File: config.mk
export PLATFORM = sky130hd
export DESIGN_NAME = sorted_value_table
export DESIGN_NICKNAME = d
export VERILOG_FILES = /design/src/rtl/svt_pkg.sv /design/src/rtl/svt_cell.sv /design/src/rtl/svt_head.sv /design/src/rtl/sorted_value_table.sv
export VERILOG_INCLUDE_DIRS = /design/src /design/src/rtl
export SDC_FILE = /design/constraint.sdc
export NUM_CORES = 1
export LEC_CHECK = 0
export ABC_CLOCK_PERIOD_IN_PS = 15500
export BUFFER_PORTS_ARGS = -buffer_cell sky130_fd_sc_hd__buf_2
export CAP_MARGIN = 20
export CORE_MARGIN = 1.5
export CORE_UTILIZATION = 38
export DETAILED_ROUTE_END_ITERATION = 10
export GPL_ROUTABILITY_DRIVEN = 0
export PLACE_DENSITY = 0.63
export SLEW_MARGIN = 0
export SYNTH_ARGS = -nofsm -noshare
export SYNTH_HDL_FRONTEND = slang
export SYNTH_SLANG_ARGS = --single-unit
File: constraint.sdc
create_clock -name clk -period 15.5 [get_ports clk]
set_input_delay 1.55 -clock clk [delete_from_list [all_inputs] [get_ports clk]]
set_output_delay 1.55 -clock clk [all_outputs]
set_load 0.01 [all_outputs]
File: src/rtl/assert_macros.svh
// Assertion macros shared by the sorted value table RTL.
// Depends on nothing; included by files that carry concurrent assertions.
`ifndef ASSERT_MACROS_SVH
`define ASSERT_MACROS_SVH

// check a condition at every clock edge outside reset
`define SVT_ASSERT_ALWAYS(lbl, clk, rst, expr) \
  lbl: assert property (@(posedge clk) disable iff (rst) (expr)) \
    else $error("assertion failed");

// check a consequence in the same cycle
`define SVT_ASSERT_SAME(lbl, clk, rst, ante, cons) \
  lbl: assert property (@(posedge clk) disable iff (rst) (ante) |-> (cons)) \
    else $error("assertion failed");

// check a consequence in the following cycle
`define SVT_ASSERT_NEXT(lbl, clk, rst, ante, cons) \
  lbl: assert property (@(posedge clk) disable iff (rst) (ante) |=> (cons)) \
    else $error("assertion failed");

`endif

File: src/rtl/svt_pkg.sv
// Package for the sorted value table: field widths, operation and status codes,
// and the control struct between the top level and the head unit. No dependencies.
`default_nettype none

package svt_pkg;

  localparam int VAL_W         = 32;
  localparam int IDX_W         = 4;
  localparam int CNT_W         = 5;
  localparam int DEFAULT_DEPTH = 16;

  typedef enum logic [1:0] {
    OP_INSERT = 2'd0,
    OP_DELETE = 2'd1,
    OP_DEDUPE = 2'd2,
    OP_DUMP   = 2'd3
  } op_t;

  typedef enum logic [1:0] {
    STATUS_OK        = 2'd0,
    STATUS_FULL      = 2'd1,
    STATUS_NOT_FOUND = 2'd2,
    STATUS_EMPTY     = 2'd3
  } status_t;

  typedef struct packed {
    logic clear;
    logic step;
    op_t  op;
    logic desc;
  } head_ctrl_t;

endpackage

`default_nettype wire

File: src/rtl/svt_cell.sv
// One cell of the sorted value table chain: holds one entry and takes its
// neighbor's entry on each shift. Depends on svt_pkg.
`default_nettype none

module svt_cell (
  input  wire logic                     clk,
  input  wire logic                     shift_en,
  input  wire logic [svt_pkg::VAL_W-1:0] d,
  output logic      [svt_pkg::VAL_W-1:0] q
);

  always_ff @(posedge clk) begin
    if (shift_en) begin
      q <= d;
    end
  end

endmodule

`default_nettype wire

File: src/rtl/svt_head.sv
// Head unit of the sorted value table chain: looks at the first two cells and
// builds the entry fed back into the tail for insert, delete, dedupe and dump. Depends on svt_pkg.
`default_nettype none

module svt_head #(
  parameter int KW = 4,
  parameter int CW = 5
) (
  input  wire logic                      clk,
  input  wire logic                      rst,
  input  wire svt_pkg::head_ctrl_t       ctrl,
  input  wire logic [KW-1:0]             k,
  input  wire logic [KW-1:0]             i,
  input  wire logic [CW-1:0]             n,
  input  wire logic [svt_pkg::VAL_W-1:0] v,
  input  wire logic [svt_pkg::VAL_W-1:0] head,
  input  wire logic [svt_pkg::VAL_W-1:0] next,
  output logic      [svt_pkg::VAL_W-1:0] out_data,
  output logic                           found
);

  logic                      placed;
  logic                      skipped;
  logic [svt_pkg::VAL_W-1:0] carry;
  logic [svt_pkg::VAL_W-1:0] key;

  logic                      in_range;
  logic                      at_end;
  logic                      here;
  logic                      ins_at;
  logic                      lo_ok;
  logic                      match;
  logic                      skip_eff;
  logic [svt_pkg::VAL_W-1:0] cmp_val;

  always_comb begin
    in_range = CW'(k) < n;
    at_end   = CW'(k) == n;
    here     = ctrl.desc ? ($signed(head) <= $signed(v)) : ($signed(head) >= $signed(v));
    ins_at   = !placed && (at_end || (in_range && here));
    cmp_val  = (ctrl.op == svt_pkg::OP_DELETE) ? v : key;
    lo_ok    = (ctrl.op == svt_pkg::OP_DELETE) || (k > i);
    match    = !skipped && in_range && lo_ok && (head == cmp_val);
    skip_eff = skipped || match;
    unique case (ctrl.op)
      svt_pkg::OP_INSERT: out_data = placed ? carry : (ins_at ? v : head);
      svt_pkg::OP_DELETE,
      svt_pkg::OP_DEDUPE: out_data = skip_eff ? next : head;
      svt_pkg::OP_DUMP:   out_data = head;
      default:            out_data = head;
    endcase
  end

  always_ff @(posedge clk) begin
    if (rst) begin
      placed  <= 1'b0;
      skipped <= 1'b0;
    end else if (ctrl.clear) begin
      placed  <= 1'b0;
      skipped <= 1'b0;
    end else if (ctrl.step) begin
      placed  <= placed || ins_at;
      skipped <= skip_eff;
    end
  end

  always_ff @(posedge clk) begin
    if (ctrl.step) begin
      carry <= head;
      if (k == i) begin
        key <= head;
      end
    end
  end

  assign found = skipped;

endmodule

`default_nettype wire

File: src/rtl/sorted_value_table.sv
// Sorted value table: a ring of TABLE_DEPTH cells rotated once per pass, one request at a time.
// Insert, delete, dedupe pass: a full rotation of the ring, then ST_EVAL, then ST_DONE sends the result.
// Dedupe: a pass per removed copy and per kept entry but the last, each a rotation and an ST_EVAL step.
// Dump: the first entry is registered from the first sweep step, then one entry per cycle unless stalled.
// Full insert, empty dump, dedupe of one entry or fewer: no sweep; the result is sent from ST_DONE.
// Reset: count zero, ascending order; cell contents stay undefined until written.
`default_nettype none
`include "assert_macros.svh"

module sorted_value_table #(
  parameter int TABLE_DEPTH = svt_pkg::DEFAULT_DEPTH
) (
  input  wire logic        clk,
  input  wire logic        rst,
  input  wire logic        cfg_wr_en,
  input  wire logic        cfg_wr_data,    // order_descending
  input  wire logic        s_tvalid,
  output logic             s_tready,
  input  wire logic [31:0] s_tdata,        // [31:0] value
  input  wire logic [1:0]  s_tuser,        // [1:0] op
  output logic             m_tvalid,
  input  wire logic        m_tready,
  output logic      [47:0] m_tdata,        // [31:0] entry_value, [35:32] entry_index,
                                           // [40:36] entry_count, [47:41] zero
  output logic      [1:0]  m_tuser,        // [1:0] status
  output logic             m_tlast         // last
);

  localparam int KW = $clog2(TABLE_DEPTH);
  localparam int CW = $clog2(TABLE_DEPTH + 1);
  localparam int VW = svt_pkg::VAL_W;

  typedef enum logic [3:0] {
    ST_IDLE  = 4'b0001,
    ST_SWEEP = 4'b0010,
    ST_EVAL  = 4'b0100,
    ST_DONE  = 4'b1000
  } state_t;

  state_t            state;
  logic [KW-1:0]     k;
  logic [KW-1:0]     i;
  logic [CW-1:0]     count;
  logic              desc;
  svt_pkg::op_t      op_r;
  svt_pkg::status_t  status_r;
  logic [VW-1:0]     v_r;

  logic [VW-1:0]     cell_q [TABLE_DEPTH];
  logic [VW-1:0]     feed;
  logic              found;

  logic              out_free;
  logic              in_range;
  logic              step_en;
  logic              last_step;
  logic              dump_emit;
  logic              launch;
  logic              start_sweep;
  logic [KW-1:0]     i_next;
  logic [CW-1:0]     count_after;
  logic              dd_more;
  svt_pkg::op_t      in_op;
  svt_pkg::head_ctrl_t hctrl;

  always_comb begin
    in_op       = svt_pkg::op_t'(s_tuser);
    s_tready    = (state == ST_IDLE);
    out_free    = !m_tvalid || m_tready;
    in_range    = CW'(k) < count;
    step_en     = (state == ST_SWEEP) &&
                  !((op_r == svt_pkg::OP_DUMP) && in_range && !out_free);
    last_step   = (k == KW'(TABLE_DEPTH - 1));
    dump_emit   = step_en && (op_r == svt_pkg::OP_DUMP) && in_range;
    count_after = count - CW'(found);
    i_next      = found ? i : i + KW'(1);
    dd_more     = (CW'(i_next) + CW'(1)) < count_after;
    unique case (in_op)
      svt_pkg::OP_INSERT: start_sweep = count < CW'(TABLE_DEPTH);
      svt_pkg::OP_DELETE: start_sweep = 1'b1;
      svt_pkg::OP_DEDUPE: start_sweep = count > CW'(1);
      svt_pkg::OP_DUMP:   start_sweep = count != '0;
      default:            start_sweep = 1'b0;
    endcase
    launch      = ((state == ST_IDLE) && s_tvalid && start_sweep) ||
                  ((state == ST_EVAL) && (op_r == svt_pkg::OP_DEDUPE) && dd_more);
    hctrl.clear = launch;
    hctrl.step  = step_en;
    hctrl.op    = op_r;
    hctrl.desc  = desc;
  end

  for (genvar g = 0; g < TABLE_DEPTH; g++) begin : g_cell
    logic [VW-1:0] d;
    if (g == TABLE_DEPTH - 1) begin : g_tail
      assign d = feed;
    end else begin : g_body
      assign d = cell_q[g + 1];
    end
    svt_cell u_cell (
      .clk      (clk),
      .shift_en (step_en),
      .d        (d),
      .q        (cell_q[g])
    );
  end

  svt_head #(
    .KW (KW),
    .CW (CW)
  ) u_head (
    .clk      (clk),
    .rst      (rst),
    .ctrl     (hctrl),
    .k        (k),
    .i        (i),
    .n        (count),
    .v        (v_r),
    .head     (cell_q[0]),
    .next     (cell_q[1]),
    .out_data (feed),
    .found    (found)
  );

  always_ff @(posedge clk) begin
    if (rst) begin
      desc <= 1'b0;
    end else if (cfg_wr_en) begin
      desc <= cfg_wr_data;
    end
  end

  always_ff @(posedge clk) begin
    if (rst) begin
      state    <= ST_IDLE;
      k        <= '0;
      i        <= '0;
      count    <= '0;
      op_r     <= svt_pkg::OP_INSERT;
      status_r <= svt_pkg::STATUS_OK;
      v_r      <= '0;
    end else begin
      unique case (state)
        ST_IDLE: begin
          if (s_tvalid) begin
            op_r <= in_op;
            v_r  <= s_tdata;
            k    <= '0;
            i    <= '0;
            if (start_sweep) begin
              state <= ST_SWEEP;
            end else begin
              state <= ST_DONE;
              unique case (in_op)
                svt_pkg::OP_INSERT: status_r <= svt_pkg::STATUS_FULL;
                svt_pkg::OP_DUMP:   status_r <= svt_pkg::STATUS_EMPTY;
                svt_pkg::OP_DELETE,
                svt_pkg::OP_DEDUPE: status_r <= svt_pkg::STATUS_OK;
                default:            status_r <= svt_pkg::STATUS_OK;
              endcase
            end
          end
        end
        ST_SWEEP: begin
          if (step_en) begin
            if (last_step) begin
              k     <= '0;
              state <= ST_EVAL;
            end else begin
              k <= k + KW'(1);
            end
          end
        end
        ST_EVAL: begin
          unique case (op_r)
            svt_pkg::OP_INSERT: begin
              count    <= count + CW'(1);
              status_r <= svt_pkg::STATUS_OK;
              state    <= ST_DONE;
            end
            svt_pkg::OP_DELETE: begin
              count    <= count_after;
              status_r <= found ? svt_pkg::STATUS_OK : svt_pkg::STATUS_NOT_FOUND;
              state    <= ST_DONE;
            end
            svt_pkg::OP_DEDUPE: begin
              count    <= count_after;
              i        <= i_next;
              status_r <= svt_pkg::STATUS_OK;
              state    <= dd_more ? ST_SWEEP : ST_DONE;
            end
            svt_pkg::OP_DUMP: begin
              state <= ST_IDLE;
            end
            default: begin
              state <= ST_IDLE;
            end
          endcase
        end
        ST_DONE: begin
          if (out_free) begin
            state <= ST_IDLE;
          end
        end
        default: begin
          state <= ST_IDLE;
        end
      endcase
    end
  end

  always_ff @(posedge clk) begin
    if (rst) begin
      m_tvalid <= 1'b0;
    end else if (dump_emit) begin
      m_tvalid <= 1'b1;
    end else if ((state == ST_DONE) && out_free) begin
      m_tvalid <= 1'b1;
    end else if (m_tready) begin
      m_tvalid <= 1'b0;
    end
  end

  always_ff @(posedge clk) begin
    if (dump_emit) begin
      m_tuser <= svt_pkg::STATUS_OK;
      m_tdata <= {7'd0, svt_pkg::CNT_W'(count), svt_pkg::IDX_W'(k), cell_q[0]};
      m_tlast <= (CW'(k) + CW'(1)) == count;
    end else if ((state == ST_DONE) && out_free) begin
      m_tuser <= status_r;
      m_tdata <= {7'd0, svt_pkg::CNT_W'(count), {svt_pkg::IDX_W{1'b0}}, {VW{1'b0}}};
      m_tlast <= 1'b1;
    end
  end

  `SVT_ASSERT_ALWAYS(a_count_bound, clk, rst, count <= CW'(TABLE_DEPTH))
  `SVT_ASSERT_NEXT(a_accept_busy, clk, rst, s_tvalid && s_tready, state != ST_IDLE)
  `SVT_ASSERT_SAME(a_insert_room, clk, rst,
                   (state == ST_EVAL) && (op_r == svt_pkg::OP_INSERT), count < CW'(TABLE_DEPTH))
  `SVT_ASSERT_SAME(a_dedupe_pair, clk, rst,
                   (state == ST_SWEEP) && (op_r == svt_pkg::OP_DEDUPE), (CW'(i) + CW'(1)) < count)
  `SVT_ASSERT_NEXT(a_dump_hold, clk, rst,
                   (state == ST_SWEEP) && (op_r == svt_pkg::OP_DUMP) && m_tvalid && !m_tready &&
                   in_range, $stable(k))

endmodule

`default_nettype wire

==> results.py <==
metrics = {
    "drt": {
        "antenna_left": 0,
        "via_count": 14100,
        "remaining_drc_errors": 0,
        "wl_per_cell_um": 19.5,
        "drt-total-wl_um": 52200,
        "vias_per_cell": 5.26,
        "first_iter_violations": 1230,
        "dr.pass1.iters": 5,
    },
    "run_status": {
        "outcome": "finished, final reports clean",
    },
    "yosys": {
        "synthArstFlopShare": 0,
        "synth_seq_area_share": 0.758,
        "ys.flop_type": "edfxtp_1",
        "synth_edf_count": 618,
        "ys_ff_latch": 677,
        "yosys_warnings": 0,
        "syn_area_um2": 26100,
        "postSynthAreaPerCell_um2": 15.8,
        "yosysUniqueCellTypes": 62,
        "syn_inst": 1646,
    },
    "clocking": {
        "clockBufferDepth": 3,
        "post_cts_buffers": 0,
        "postCtsHoldBufs": 0,
        "clk_latency_ps": 600,
        "h-tree-depth": 3,
        "clkSinkCount": 677,
        "root_buffer": "clkbuf_16",
        "ctsResizeCount": 0,
        "cts_tree": "built",
        "numCtsBuffers": 69,
        "cts.clk_slew.worst_paths_ps": 60,
    },
    "worst_setup_path": {
        "r2r-end": "g_cell[15].u_cell.q[14]$_DFFE_PP_",
        "crit_arrival_ps": 5510,
        "critical_path_class": "reg2reg",
        "critical-path-max-stage-delay_ps": 910,
        "reg2reg_depth": 12,
        "r2r-start": "count[1]$_SDFFE_PP0P_",
        "cp.required_ps": 15750,
        "critPathLaunchType": "flop",
        "path_cells": "inv_1 -> ha_1 -> nor2b_1 -> o21a_1 -> o21a_1 -> o21ai_1 -> nand2_1 -> o21ai_0 -> inv_8 -> buf_4 -> buf_4 -> buf_16",
        "critical_path.endpoint_type": "flop",
        "crit_cells": 12,
        "reg2reg_slack_ps": 10250,
        "slowest_stage": "buf_4",
        "crit_fanout": 150,
        "crit_family": "buffers and inverters",
        "critical_path_buf_inv_count": 5,
    },
    "global_route": {
        "grt_max_degree": 219,
        "grt_util_met3": 0.0341,
        "met2_usage": 0.218,
        "grt_pass1_wl_um": 81800,
        "overflow": 0,
        "grt_antenna_before_repair": 1,
        "grt_pass1_vias": 13700,
        "grt_use_total": 0.151,
        "busiest_layer": "met1",
        "use_met1": 0.226,
    },
    "die": {
        "fp.coreArea_um2": 67500,
        "row_count": 95,
        "die_area_um2": 70100,
        "initial_utilization": 0.386,
        "dieHeight_um": 265,
        "pin_count": 93,
        "die_w_um": 265,
    },
    "timing": {
        "fin_crit_sh": 0.339,
        "hold_violations": 0,
        "tns_ps": 0,
        "worst_pin_slew_ps": 1200,
        "slew_headroom": 0.197,
        "setup_ws_ps": 10250,
        "rsz0062_at_grt": "false",
        "setup_viol": 0,
        "fmax_mhz": 190,
        "drv_slew": 0,
        "layout_min_cycle_time_ps": 5250,
        "skew_ps": 32.0,
    },
    "finish": {
        "layout-drive-gt1-share": 0.159,
        "areaGrowthSynthToFinish_pct": 14.7,
        "final_core_util": 0.442,
        "regArea_um2": 19700,
        "fin_nets": 1846,
        "num_antenna_cells": 0,
        "nFillCells": 5927,
        "final_cell_area_um2": 29900,
        "multi_input_comb_area_um2": 5740,
    },
    "flow_run": {
        "cap_violations": 0,
    },
    "pwr": {
        "powerDensity_nw_per_um2": 145,
        "ir_drop_mv": 0.0736,
        "p_leak_uw": 0.00994,
    },
    "place": {
        "port-buffer-count": 85,
        "place_hpwl_um": 31600,
        "dpl_cell_area_um2": 27400,
        "pre_cts_slack_ps": 9900,
    },
    "worst_hold_path": {
        "min_to": "g_cell[1].u_cell.q[14]$_DFFE_PP_",
        "whs_path_depth": 0,
        "worstHoldStart": "g_cell[2].u_cell.q[14]$_DFFE_PP_",
        "hold_class": "reg2reg",
    },
}
how the worst max path moves through the flow:
stage	from	to	slack, ps
after floorplan	m_tready	k[3]$_SDFFE_PP0P_	980
after global routing	count[1]$_SDFFE_PP0P_	g_cell[9].u_cell.q[15]$_DFFE_PP_	9810
after detailed placement	m_tready	g_cell[12].u_cell.q[12]$_DFFE_PP_	9900
final	count[1]$_SDFFE_PP0P_	g_cell[15].u_cell.q[14]$_DFFE_PP_	10250
after CTS	count[1]$_SDFFE_PP0P_	g_cell[13].u_cell.q[15]$_DFFE_PP_	9950
after global placement	m_tready	g_cell[12].u_cell.q[12]$_DFFE_PP_	10120
per-stage QoR:
step,std cells,hold WS [ps],power [uW]
2_1_floorplan,1652,400,2500
3_3_place_gp,2546,400,2580
3_5_place_dp,2547,405,2600
4_1_cts,2675,411,4360
5_1_grt,2676,417,4480
6_report,2676,410,4320
sequential cells by signal (all words and copies together) (netlist names):
name             cells
m_tdata             41
m_tuser              2
u_head.placed        1
status_r             2
u_head.key          32
count                5
v_r                 32
m_tvalid             1
op_r                 2
m_tlast              1
u_head.found         1
state                4
desc                 1
u_head.carry        32
g_cell.u_cell.q    512
k                    4
i                    4
cells by family (layout without fill, tap and decap cells):
group                    count (synthesis)  in the layout  synth area share
AND/OR/NAND/NOR                        337            337            0.0625
buffers and inverters                  140            291            0.0243
other                                    1              7          0.000144
adder cells (fa/ha/maj)                 60             60            0.0288
XOR/XNOR                                47             47            0.0158
multiplexers                            68             68            0.0318
AO/OA/AOI/OAI                          316            316            0.0790
flip-flops                             677            677             0.758
cells in the mapped netlist, drive strengths merged (36+ instances only):
master  count  area, um2
dfxtp      59       1180
edfxtp    618      18600
a21oi      63        315
nand2     159        597
inv        54        203
xor2       36        315
a31oi      37        231
nor4       39        244
ha         60        751
o21ai      84        420
o211ai     64        480
clkbuf     52        195
mux2i      36        360
report_power, final:
group	internal, uW	switching [uW]
clock network	1070	689
logic	145	257
registers	2110	52.4
cell usage in the layout, fill, tap and decap left out, types with 36 or more instances in the layout:
| cell | count |
|---|---|
| edfxtp_1 | 618 |
| nand2_1 | 157 |
| buf_2 | 85 |
| o21ai_0 | 82 |
| clkbuf_16 | 73 |
| o211ai_1 | 64 |
| a21oi_1 | 63 |
| dfxtp_1 | 59 |
| ha_1 | 58 |
| inv_1 | 53 |
| nor4_1 | 38 |
| a31oi_1 | 37 |
| xor2_1 | 36 |
| mux2i_1 | 36 |
layout make-up:
cell class	instances	area share
Sequential cell	677	0.661
Multi-Input combinational cell	835	0.192
Clock buffer	88	0.0644
Tap cell	873	0.0366
Timing Repair Buffer	109	0.0220
Clock inverter	40	0.0169
Inverter	54	0.00704
per-layer routing:
metal  share of wire  routed length, um  up-vias
li1                -                  -     6473
met1            0.48              24800     7077
met2            0.44              22900      434
met3           0.061               3200       98
met4           0.024               1240        2
met5         0.00033                 17        -
worst register-to-register path, stage by stage, from the launching register on:
cell	delay, ps
dfxtp_1	480
inv_1	170
ha_1	320
nor2b_1	160
o21a_1	140
o21a_1	120
o21ai_1	210
nand2_1	210
o21ai_0	320
inv_8	860
buf_4	1000
buf_4	530
buf_16	360
(Power assumes the default switching activity.)
